File: config.mk
export PLATFORM = sky130hd
export DESIGN_NAME = idll_ctrl
export DESIGN_NICKNAME = d
export VERILOG_FILES = /design/src/rtl/idll_pkg.sv /design/src/rtl/idll_ctrl.sv
export SDC_FILE = /design/constraint.sdc
export NUM_CORES = 1
export LEC_CHECK = 0
export ABC_AREA = 0
export BUFFER_PORTS_ARGS = -buffer_cell sky130_fd_sc_hd__buf_4
export CORE_AREA = 2 2 39 41
export CTS_CLUSTER_SIZE = 24
export DETAILED_ROUTE_END_ITERATION = 8
export DIE_AREA = 0 0 41 43
export PLACE_DENSITY = 0.48
export SYNTH_ARGS = -nofsm -noshare
export SYNTH_HDL_FRONTEND = slang
export SYNTH_SLANG_ARGS = --single-unit
File: constraint.sdc
create_clock -name clk -period 1.6 [get_ports clk]
set_clock_uncertainty 0.1 [all_clocks]
set_input_delay 0.32 -clock clk [delete_from_list [all_inputs] [get_ports clk]]
set_output_delay 0.32 -clock clk [all_outputs]
set_load 0.05 [all_outputs]
File: src/rtl/idll_pkg.sv
// ----------------------------------------------------------------------------
// idll_pkg
// Shared types and codes for the indexed doubly linked list block.
// ----------------------------------------------------------------------------
package idll_pkg;

	// command kinds
	localparam logic KIND_INSERT = 1'b0;
	localparam logic KIND_POP    = 1'b1;

	typedef enum logic [1:0] {
		ST_OK        = 2'd0,
		ST_BAD_INDEX = 2'd1,
		ST_FREE_SLOT = 2'd2,
		ST_FULL      = 2'd3
	} status_t;

	// command word
	typedef struct packed {
		logic        kind;
		logic [7:0]  slot_index;
		logic [63:0] value_in;
	} cmd_word_t;

	// result word
	typedef struct packed {
		status_t     status;
		logic [63:0] value_out;
		logic [7:0]  taken_slot;
		logic [7:0]  head_slot;
		logic [7:0]  tail_slot;
		logic [7:0]  live_count;
	} res_word_t;

	// controller to datapath
	typedef struct packed {
		logic clear;
		logic load;
		logic read;
		logic check;
		logic link;
	} ctl_t;

	// datapath to controller
	typedef struct packed {
		logic clr_last;
		logic reject;
	} sts_t;

endpackage

File: src/rtl/idll_ctrl.sv
// ----------------------------------------------------------------------------
// idll_ctrl
// Sequencer: clearing pass after reset, then read, check and link phases.
// ----------------------------------------------------------------------------
module idll_ctrl
	import idll_pkg::*;
(
	input  logic clk,
	input  logic arst_n,
	input  logic start,
	input  sts_t sts,
	output ctl_t ctl,
	output logic busy
);

	typedef enum logic [2:0] {
		S_CLEAR,
		S_IDLE,
		S_READ,
		S_CHECK,
		S_LINK
	} state_t;

	state_t state_q;
	logic   busy_q;

	always_ff @(posedge clk or negedge arst_n) begin
		if (!arst_n) begin
			state_q <= S_CLEAR;
			busy_q  <= 1'b1;
		end else begin
			unique case (state_q)
				S_CLEAR: begin
					if (sts.clr_last) begin
						state_q <= S_IDLE;
						busy_q  <= 1'b0;
					end
				end
				S_IDLE: begin
					if (start) begin
						state_q <= S_READ;
						busy_q  <= 1'b1;
					end
				end
				S_READ: begin
					state_q <= S_CHECK;
				end
				S_CHECK: begin
					if (sts.reject) begin
						state_q <= S_IDLE;
						busy_q  <= 1'b0;
					end else begin
						state_q <= S_LINK;
					end
				end
				S_LINK: begin
					state_q <= S_IDLE;
					busy_q  <= 1'b0;
				end
				default: begin
					state_q <= S_IDLE;
					busy_q  <= 1'b0;
				end
			endcase
		end
	end

	assign busy      = busy_q;
	assign ctl.clear = (state_q == S_CLEAR);
	assign ctl.load  = (state_q == S_IDLE) && start && !busy_q;
	assign ctl.read  = (state_q == S_READ);
	assign ctl.check = (state_q == S_CHECK);
	assign ctl.link  = (state_q == S_LINK);

endmodule

==> results.sh, run 1 <==
export IMPL_finalCritPeriodShare_pct=99.9
export IMPL_vias=252
export IMPL_synth_area_top_cells="dfrtp_1 (29%), dfstp_2 (10%), nor2b_1 (9.8%)"
export IMPL_io_buffers=10
export IMPL_slew_viol_final=0
export IMPL_antenna_found_initial=0
export IMPL_use_met1_pct=10.6
export IMPL_grtUsageTotal_pct=8.74
export IMPL_grtUsageMet3_pct=5.24
export IMPL_synth_edff_count=0
export IMPL_grt_pass1_wl_um=1010
export IMPL_avgSynthCellArea_um2=9.82
export IMPL_dr_pass1_iters=1
export IMPL_clockRootBuffer="clkbuf_4"
export IMPL_ys_types=15
export IMPL_hold_viol=0
export IMPL_grt_pass1_vias=250
export IMPL_cts_clk_slew_worst_paths_ns=0.05
export IMPL_synth_commonest_cells="nor2b_1 (4), dfrtp_1 (3), nand2_1 (3), nor3b_1 (3)"
export IMPL_arrival_ns=1.18
export IMPL_coreArea_um2=1380
export IMPL_async_flop_share_pct=100
export IMPL_fill_cells=151
export IMPL_htreeDepth=1
export IMPL_wl_per_cell_um=10.9
export IMPL_yosys_register_bits=4
export IMPL_syn2layout_area_growth_pct=68.6
export IMPL_vias_per_cell=4.34
export IMPL_routed_wl_um=634
export IMPL_synth_top_area_share_pct=29.4
export IMPL_p_leak_uw=0.000186
export IMPL_rsz0062_at_grt="yes"
export IMPL_drv_cap=0
export IMPL_start_util_pct=18.4
export IMPL_gr_usage_met2_pct=11.9
export IMPL_drtIter0Drc=0
export IMPL_multiInputGateArea_um2=154
export IMPL_syn_inst=26
export IMPL_nets=48
export IMPL_slew_headroom_pct=81.1
export IMPL_cp_start_kind="flop"
export IMPL_drtAntennaViolNets=0
export IMPL_min_period_ns=1.60
export IMPL_synthesis_area_um2=255
export IMPL_cp_max_fo=3
export IMPL_ys_flop_type="dfrtp_1"
export IMPL_ys_warn_count=0
export IMPL_drc=0
export IMPL_cts_tree="built"
export IMPL_ir_drop_mv=0.901
export IMPL_hp_class="in2reg"
export IMPL_grt_busiest_layer="met2"
export IMPL_worstPathRequired_ns=1.18
export IMPL_outcome="completed"
export IMPL_grt_overflow=0
export IMPL_finalSetupTns_ns=0
export IMPL_diodes=0
export IMPL_fp_row_count=14
export IMPL_dieArea_um2=1760
export IMPL_fmax_mhz=626
export IMPL_grt_max_degree=13
export IMPL_place_gp_congestion=0.743
export IMPL_hpwl_um=457
export IMPL_worstMarginPinSlew_ns=0.283
export IMPL_yosysMostFrequentCell="nor2b_1"
export IMPL_final_util_pct=31.1
export IMPL_cp_end_kind="output port"
export IMPL_die_width_um=41
export IMPL_clock_sinks=4
export IMPL_yosys_area_top_type="dfrtp_1"
export IMPL_yosysSeqAreaShare_pct=39.7
export IMPL_io_pins=11
export IMPL_die_y_um=43
export IMPL_setup_violations=0
export IMPL_clock_path_buffers=2
export IMPL_ff_latch_area_um2=104
export IMPL_cts_buffers=3
export IMPL_drive_gt1_share_pct=59.5
export IMPL_clock_latency_ns=0.24
export IMPL_syn_nets=31
export IMPL_path_class="reg2out"
export IMPL_pwr_density_cell_nw_per_um2=2140
-- kinds of logic after synthesis --
logic type / synth area share (%)
AO/OA/AOI/OAI: 15.7
buffers and inverters: 8.82
flip-flops: 39.7
AND/OR/NAND/NOR: 35.8
-- path summary, 6_finish.rpt --
path	slack [ns]	end	from	cells past startpoint
min in group asynchronous	0.31	state_q[2]	arst_n	2
setup reg to reg	0.31	state_q[0]	state_q[1]	3
hold reg to reg	0.43	busy	busy	2
hold / removal	0.15	state_q[2]	sts[0]	2
setup / recovery	0.001	ctl[3]	state_q[1]	4
max in group asynchronous	0.88	busy	arst_n	2
-- sequential cells by signal, summed over array words and instances (netlist names) --
register  count
busy          1
state_q       3
-- cell usage in the layout, fill, tap and decap left out, types with 2 or more instances in the layout --
cell type | Yosys | routed
buf_4 | 0 | 8
buf_6 | 2 | 5
clkbuf_4 | 0 | 3
dfrtp_2 | 0 | 2
nand2_1 | 3 | 3
nor2b_1 | 4 | 3
nor3_2 | 0 | 2
nor3b_2 | 0 | 2
-- layout make-up --
type	count	area share, %
clock buffers	4	6.10
flip-flops and latches	4	24.1
multi-input cells	20	35.8
repair buffers	14	29.4
well taps	16	4.65
-- layer usage --
| layer | wire, um | part of all wire (%) |
|---|---|---|
| met4 | 0 | 0 |
| met2 | 287 | 45 |
| met1 | 304 | 48 |
| met3 | 42 | 6.6 |
| met5 | 0 | 0 |
-- what timing repair did --
| action | CTS | global route |
|---|---|---|
| buffers inserted | 1 | 1 |
| endpoints found under the hold margin | 4 | 0 |
| setup endpoints to repair | 4 | 5 |
| hold buffers | 1 | 0 |
| resized for setup | 7 | 1 |
-- where the power goes --
part,switching [uW],leakage (uW),internal [uW]
clock network,48.6,0.0000150,94.0
registers,83.4,0.0000453,158
logic,310,0.000126,228
total,442,0.000186,480
-- critical path, cell delays in order (launching register included) --
cell and delay, ns:
dfrtp_1 0.40, nor2b_2 0.14, nand2_1 0.09, nor3_2 0.14
buf_6 0.18
-- stage by stage --
| step | instances | instance area (um^2) | worst slack (ns) | total power (uW) | hold slack (ns) |
|---|---|---|---|---|---|
| final | 58 | 430 | 0.00147 | 922 | 0.149 |
| after CTS | 57 | 419 | -0.0177 | 905 | 0.139 |
| after detailed placement | 51 | 355 | 0.159 | 715 | 0.0206 |
| after global routing | 58 | 430 | -0.0983 | 980 | 0.142 |
| after floorplan | 26 | 275 | -0.124 | 618 | -0.0756 |
| after global placement | 51 | 355 | 0.168 | 712 | 0.0196 |
(Power assumes the default switching activity.)
==> run 2, diff against run 1 <==
Settings changed: REMOVE_ABC_BUFFERS set to 1.
==> run 2 against run 1 <==
  * The flow now finishes with violations (setup timing)
  * Worst hold slack about the same
  * Die area stayed put
  * Wire length is 18% higher
  * Clock power hardly changed
  * Clock-buffer cell count unchanged
  * Fmax shrank 0.96%
==> results.sh, run 2 (synthesis gave the netlist of run 1 again) <==
export IMPL_final_common_cell="buf_4"
export IMPL_cp_max_fo=2
export IMPL_place_ws_ns=0.150
export IMPL_routed_wl_um=747
export IMPL_cp_end_kind="output port"
export IMPL_io_buffers=10
export IMPL_cp_start_kind="flop"
export IMPL_coreArea_um2=1380
export IMPL_ir_drop_mv=0.940
export IMPL_fmax_mhz=620
export IMPL_outcome="finished, violations left"
export IMPL_grt_overflow=0
export IMPL_die_width_um=41
export IMPL_io_pins=11
export IMPL_finalSetupTns_ns=-0.0139
export IMPL_drc=0
export IMPL_min_period_ns=1.61
export IMPL_vias=275
export IMPL_drtIter0Drc=1
export IMPL_switchingPower_uw=455
export IMPL_antenna_found_initial=0
export IMPL_setup_violations=1
export IMPL_start_util_pct=18.4
export IMPL_cts_clk_slew_worst_paths_ns=0.04
export IMPL_dr_pass1_iters=2
export IMPL_largest_register_ffs=3
export IMPL_power_frac_seq_pct=25.2
export IMPL_worstPathRequired_ns=1.18
export IMPL_clock_latency_ns=0.24
export IMPL_place_gp_congestion=0.686
export IMPL_hold_viol=0
export IMPL_grt_pass1_vias=278
export IMPL_regMostFlops="state_q"
export IMPL_final_cell_mix="buf_4 (13), buf_6 (5), nand2_1 (3), nor2b_1 (3), clkbuf_4 (3)"
export IMPL_finalCritPeriodShare_pct=101
export IMPL_diodes=0
export IMPL_drive_gt1_share_pct=61.7
export IMPL_path_class="reg2out"
export IMPL_pwr_density_cell_nw_per_um2=2090
export IMPL_arrival_ns=1.19
export IMPL_swShare_pct=47.0
export IMPL_drv_cap=0
export IMPL_dieArea_um2=1760
export IMPL_clockPowerShare_pct=14.6
export IMPL_cts_buffers=3
export IMPL_clockRootBuffer="clkbuf_4"
export IMPL_clock_sinks=4
export IMPL_setup_slack_ns=-0.0139
export IMPL_slew_viol_final=0
export IMPL_cts_tree="built"
export IMPL_syn2layout_area_growth_pct=81.4
export IMPL_p_int_uw=513
export IMPL_die_y_um=43
export IMPL_nets=53
export IMPL_hpwl_um=407
export IMPL_vias_per_cell=4.37
export IMPL_grtUsageTotal_pct=9.86
export IMPL_worstMarginPinSlew_ns=0.275
export IMPL_hp_class="in2reg"
export IMPL_slew_headroom_pct=81.6
export IMPL_drtAntennaViolNets=0
export IMPL_wl_per_cell_um=11.9
export IMPL_grt_pass1_wl_um=1120
export IMPL_grt_max_degree=13
export IMPL_failed_checks="setup timing"
export IMPL_rsz0062_at_grt="yes"
export IMPL_clock_path_buffers=2
export IMPL_fp_row_count=14
export IMPL_p_leak_uw=0.000210
export IMPL_combinationalPowerShare_pct=60.2
export IMPL_htreeDepth=1
-- run 2: cell types whose count changed in the layout (fill, tap and decap cells not counted) --
cell     delta
nor3_1      +1
o21ai_0     -1
nor3_2      -1
buf_4       +5
o21ai_1     +1
-- run 2: path summary, 6_finish.rpt --
check	endpoint	cells after the start	startpoint	slack, ns
setup / recovery	ctl[3]	4	state_q[1]	-0.01
max in group asynchronous	busy	2	arst_n	0.89
hold / removal	state_q[2]	2	sts[0]	0.15
hold reg to reg	busy	2	busy	0.43
min in group asynchronous	state_q[2]	2	arst_n	0.31
setup reg to reg	state_q[0]	9	state_q[1]	0.02
-- run 2: cell type report --
cell class	instances	area [um^2]
flip-flops and latches	4	104
well taps	16	20.0
fillers	156	921
repair buffers	19	164
clock buffers	4	26.3
multi-input cells	20	149
-- run 2: metrics by stage --
stage / util (%) / power, uW / instance area (um^2) / instances / hold WS (ns)
floorplan: - / 542 / 233 / 24 / -0.0756
global placement: 24.2 / 700 / 335 / 51 / 0.0169
detailed placement: 24.2 / 691 / 335 / 51 / 0.0179
CTS: 31.3 / 911 / 433 / 62 / 0.142
global route: 33.5 / 1020 / 463 / 63 / 0.153
finish: 33.5 / 968 / 463 / 63 / 0.149
-- run 2: power groups by stage --
stage	clock network (uW)	logic [uW]	registers [uW]
after floorplan	0	277	266
after global placement	0	471	229
after detailed placement	0	467	225
after CTS	144	533	233
after global routing	154	617	253
final	141	583	244
-- run 2: timing repair --
item	in CTS	in global routing
hold buffers	1	0
endpoints found under the hold margin	4	0
cloned	0	0
setup endpoints to repair	5	6
resized for setup	5	7
buffers inserted	6	1
-- run 2: critical path, stage by stage (launching register included) --
cell     delay, ns
dfrtp_1       0.40
nor2b_2       0.15
nand2_1       0.09
nor3_2        0.14
buf_6         0.18
-- run 2: metal layers --
layer  routed length [um]  vias to the layer above  track usage [%]  part of all wire, %
li1                     -                      133                -                    -
met1                  335                      122             12.9                   45
met2                  321                       15             10.6                   43
met3                   61                        5             3.14                  8.2
met4                   29                        0             12.0                  3.9
met5                    0                        -                0                    0
==> run 3, diff against run 2 <==
Settings changed: ABC_AREA 0 to 1, PLACE_DENSITY 0.48 to 0.46.
==> run 3 against run 2 <==
  * The run now ends clean
  * Critical path depth did not move
  * Combinational power is 1% higher
  * Wire length down 24%
  * Core utilization shrank 4.2 points
  * Register-to-register slack improved by 0.38 ns
  * Worst hold slack better by 0.098 ns
  * Sequential power fell by 8.6%
  * Via count shrank 6.2%
  * Largest cell class is now multi-input combinational cells
  * Highest routed layer is now met3
==> results.sh, run 3 <==
export IMPL_outcome="completed"
export IMPL_vias_per_cell=3.97
export IMPL_synth_top_area_share_pct=32.1
export IMPL_yosys_area_top_type="dfrtp_1"
export IMPL_cts_buffers=3
export IMPL_critical_path_top_delay_family="flip-flops"
export IMPL_worstMarginPinSlew_ns=0.244
export IMPL_grt_pass1_vias=229
export IMPL_min_period_ns=1.59
export IMPL_ys_warn_count=0
export IMPL_critPathBufInv=1
export IMPL_start_util_pct=16.9
export IMPL_syn2layout_area_growth_pct=72.7
export IMPL_switchingPower_uw=488
export IMPL_largest_register_ffs=3
export IMPL_r2r_cells=4
export IMPL_drive_gt1_share_pct=53.1
export IMPL_finalSetupTns_ns=0
export IMPL_slew_viol_final=0
export IMPL_setup_violations=0
export IMPL_hold_path_depth=4
export IMPL_crit_path_cell_trace="nor2_4, nand3_2, nor2_2, buf_6"
export IMPL_ir_drop_mv=0.682
export IMPL_clock_latency_ns=0.24
export IMPL_path_class="reg2out"
export IMPL_coreArea_um2=1380
export IMPL_fmax_mhz=631
export IMPL_synth_edff_count=0
export IMPL_cts_clk_slew_worst_paths_ns=0.04
export IMPL_regMostFlops="state_q"
export IMPL_finalCritPeriodShare_pct=99.1
export IMPL_grt_overflow=0
export IMPL_syn_inst=32
export IMPL_yosys_register_bits=4
export IMPL_ys_types=14
export IMPL_die_y_um=43
export IMPL_place_gp_congestion=0.690
export IMPL_avgSynthCellArea_um2=7.31
export IMPL_diodes=0
export IMPL_combinationalPowerShare_pct=62.1
export IMPL_routed_wl_um=564
export IMPL_die_width_um=41
export IMPL_final_common_cell="buf_4"
export IMPL_crit_slowest_cell="dfrtp_2"
export IMPL_grt_max_degree=6
export IMPL_clock_sinks=4
export IMPL_nets=55
export IMPL_cp_max_fo=5
export IMPL_yosysMostFrequentCell="nand2_1"
export IMPL_arrival_ns=1.17
export IMPL_async_flop_share_pct=100
export IMPL_dr_pass1_iters=2
export IMPL_slew_headroom_pct=83.6
export IMPL_hp_class="in2reg"
export IMPL_cp_end_kind="output port"
export IMPL_p_int_uw=460
export IMPL_clockPowerShare_pct=14.4
export IMPL_hpwl_um=440
export IMPL_vias=258
export IMPL_ff_latch_area_um2=105
export IMPL_rsz0062_at_grt="yes"
export IMPL_drtAntennaViolNets=0
export IMPL_dieArea_um2=1760
export IMPL_clock_path_buffers=2
export IMPL_multiInputGateArea_um2=119
export IMPL_cts_tree="built"
export IMPL_worstPathRequired_ns=1.18
export IMPL_final_util_pct=29.2
export IMPL_io_buffers=10
export IMPL_grt_pass1_wl_um=876
export IMPL_fill_cells=156
export IMPL_swShare_pct=51.5
export IMPL_antenna_found_initial=0
export IMPL_fp_row_count=14
export IMPL_grtUsageTotal_pct=8.17
export IMPL_hold_viol=0
export IMPL_ys_flop_type="dfrtp_1"
export IMPL_drtIter0Drc=5
export IMPL_drc=0
export IMPL_cp_start_kind="flop"
export IMPL_p_leak_uw=0.000220
export IMPL_io_pins=11
export IMPL_pwr_density_cell_nw_per_um2=2350
export IMPL_yosysSeqAreaShare_pct=43.3
export IMPL_synth_commonest_cells="nand2_1 (7), inv_1 (6), nand3_1 (4), dfrtp_1 (3), nor2_1 (3)"
export IMPL_power_frac_seq_pct=23.5
export IMPL_drv_cap=0
export IMPL_cpPeakStageDelay_ns=0.45
export IMPL_path_depth=4
export IMPL_final_cell_mix="buf_4 (10), nand2_1 (7), inv_1 (5)"
export IMPL_clockRootBuffer="clkbuf_4"
export IMPL_htreeDepth=1
export IMPL_synth_area_top_cells="dfrtp_1 (32%), dfstp_2 (11%), nand2_1 (11%)"
export IMPL_synthesis_area_um2=234
export IMPL_wl_per_cell_um=8.68
[run 3: changes by cell type in the layout (fill, tap and decap cells not counted), sizes merged]
cell and change:
nand2 +5, nor2 +4, or3 -1, a211oi -1, and3b -1, nor2b -4
o21ai +1, a2111oi -1, buf -6, a21o -1, nand3 +4, inv +7
nor3b -3, or2b -1
[run 3: cells by family (layout without fill, tap and decap cells)]
kind of cell    count (synthesis)  in the layout  synth area share, %
flops                           4              4                 43.3
compound gates                  3              3                 6.41
buf+inv                         7             24                 11.2
simple gates                   18             18                 39.0
[run 3: worst paths after layout]
kind / endpoint / start / slack, ns
setup / recovery: ctl[3] / state_q[2] / 0.01
hold / removal: state_q[2] / sts[0] / 0.25
setup reg to reg: state_q[1] / state_q[2] / 0.40
hold reg to reg: busy / busy / 0.38
max in group asynchronous: busy / arst_n / 0.88
min in group asynchronous: state_q[2] / arst_n / 0.31
[run 3: tightest hold or removal path, cell delays in order]
cell and delay (ns):
buf_4 0.08, inv_1 0.05, nand2_2 0.07, inv_1 0.03
[run 3: routing by layer]
metal | routed length (um) | track usage, % | part of all wire [%] | vias up
li1 | - | - | - | 133
met1 | 206 | 6.84 | 37 | 122
met2 | 339 | 13.1 | 60 | 3
met3 | 19 | 1.57 | 3.4 | 0
met4 | 0 | 10.0 | 0 | 0
met5 | 0 | 0 | 0 | -
[run 3: repair_timing]
item | 4_1_cts | 5_1_grt
endpoints found under the hold margin | 4 | 0
hold buffers | 1 | 0
resized for setup | 8 | 1
setup buffers | 1 | 1
pin swaps | 2 | 2
endpoints found under the setup margin | 2 | 5
[run 3: final cells by class]
class | count | share of cell area, %
inverters | 7 | 6.50
repair buffers | 13 | 26.6
flip-flops and latches | 4 | 26.0
well taps | 16 | 4.95
clock buffers | 4 | 6.50
multi-input cells | 21 | 29.4
[run 3: through the flow]
step           instances  setup slack, ns  hold slack [ns]  area, um^2  total power, uW
2_1_floorplan         32           -0.363          -0.0756         234              589
3_3_place_gp          58            0.179           0.0179         329              727
3_5_place_dp          58            0.146           0.0203         329              731
4_1_cts               64          -0.0313            0.231         395              942
5_1_grt               65          -0.0569            0.252         404             1030
6_report              65           0.0141            0.246         404              948
[run 3: power groups by stage]
stage / sequential, uW / combinational, uW / clock, uW
after floorplan: 234 / 355 / 0
after global placement: 204 / 523 / 0
after detailed placement: 207 / 524 / 0
after CTS: 221 / 577 / 144
after global routing: 235 / 636 / 156
final: 223 / 589 / 136
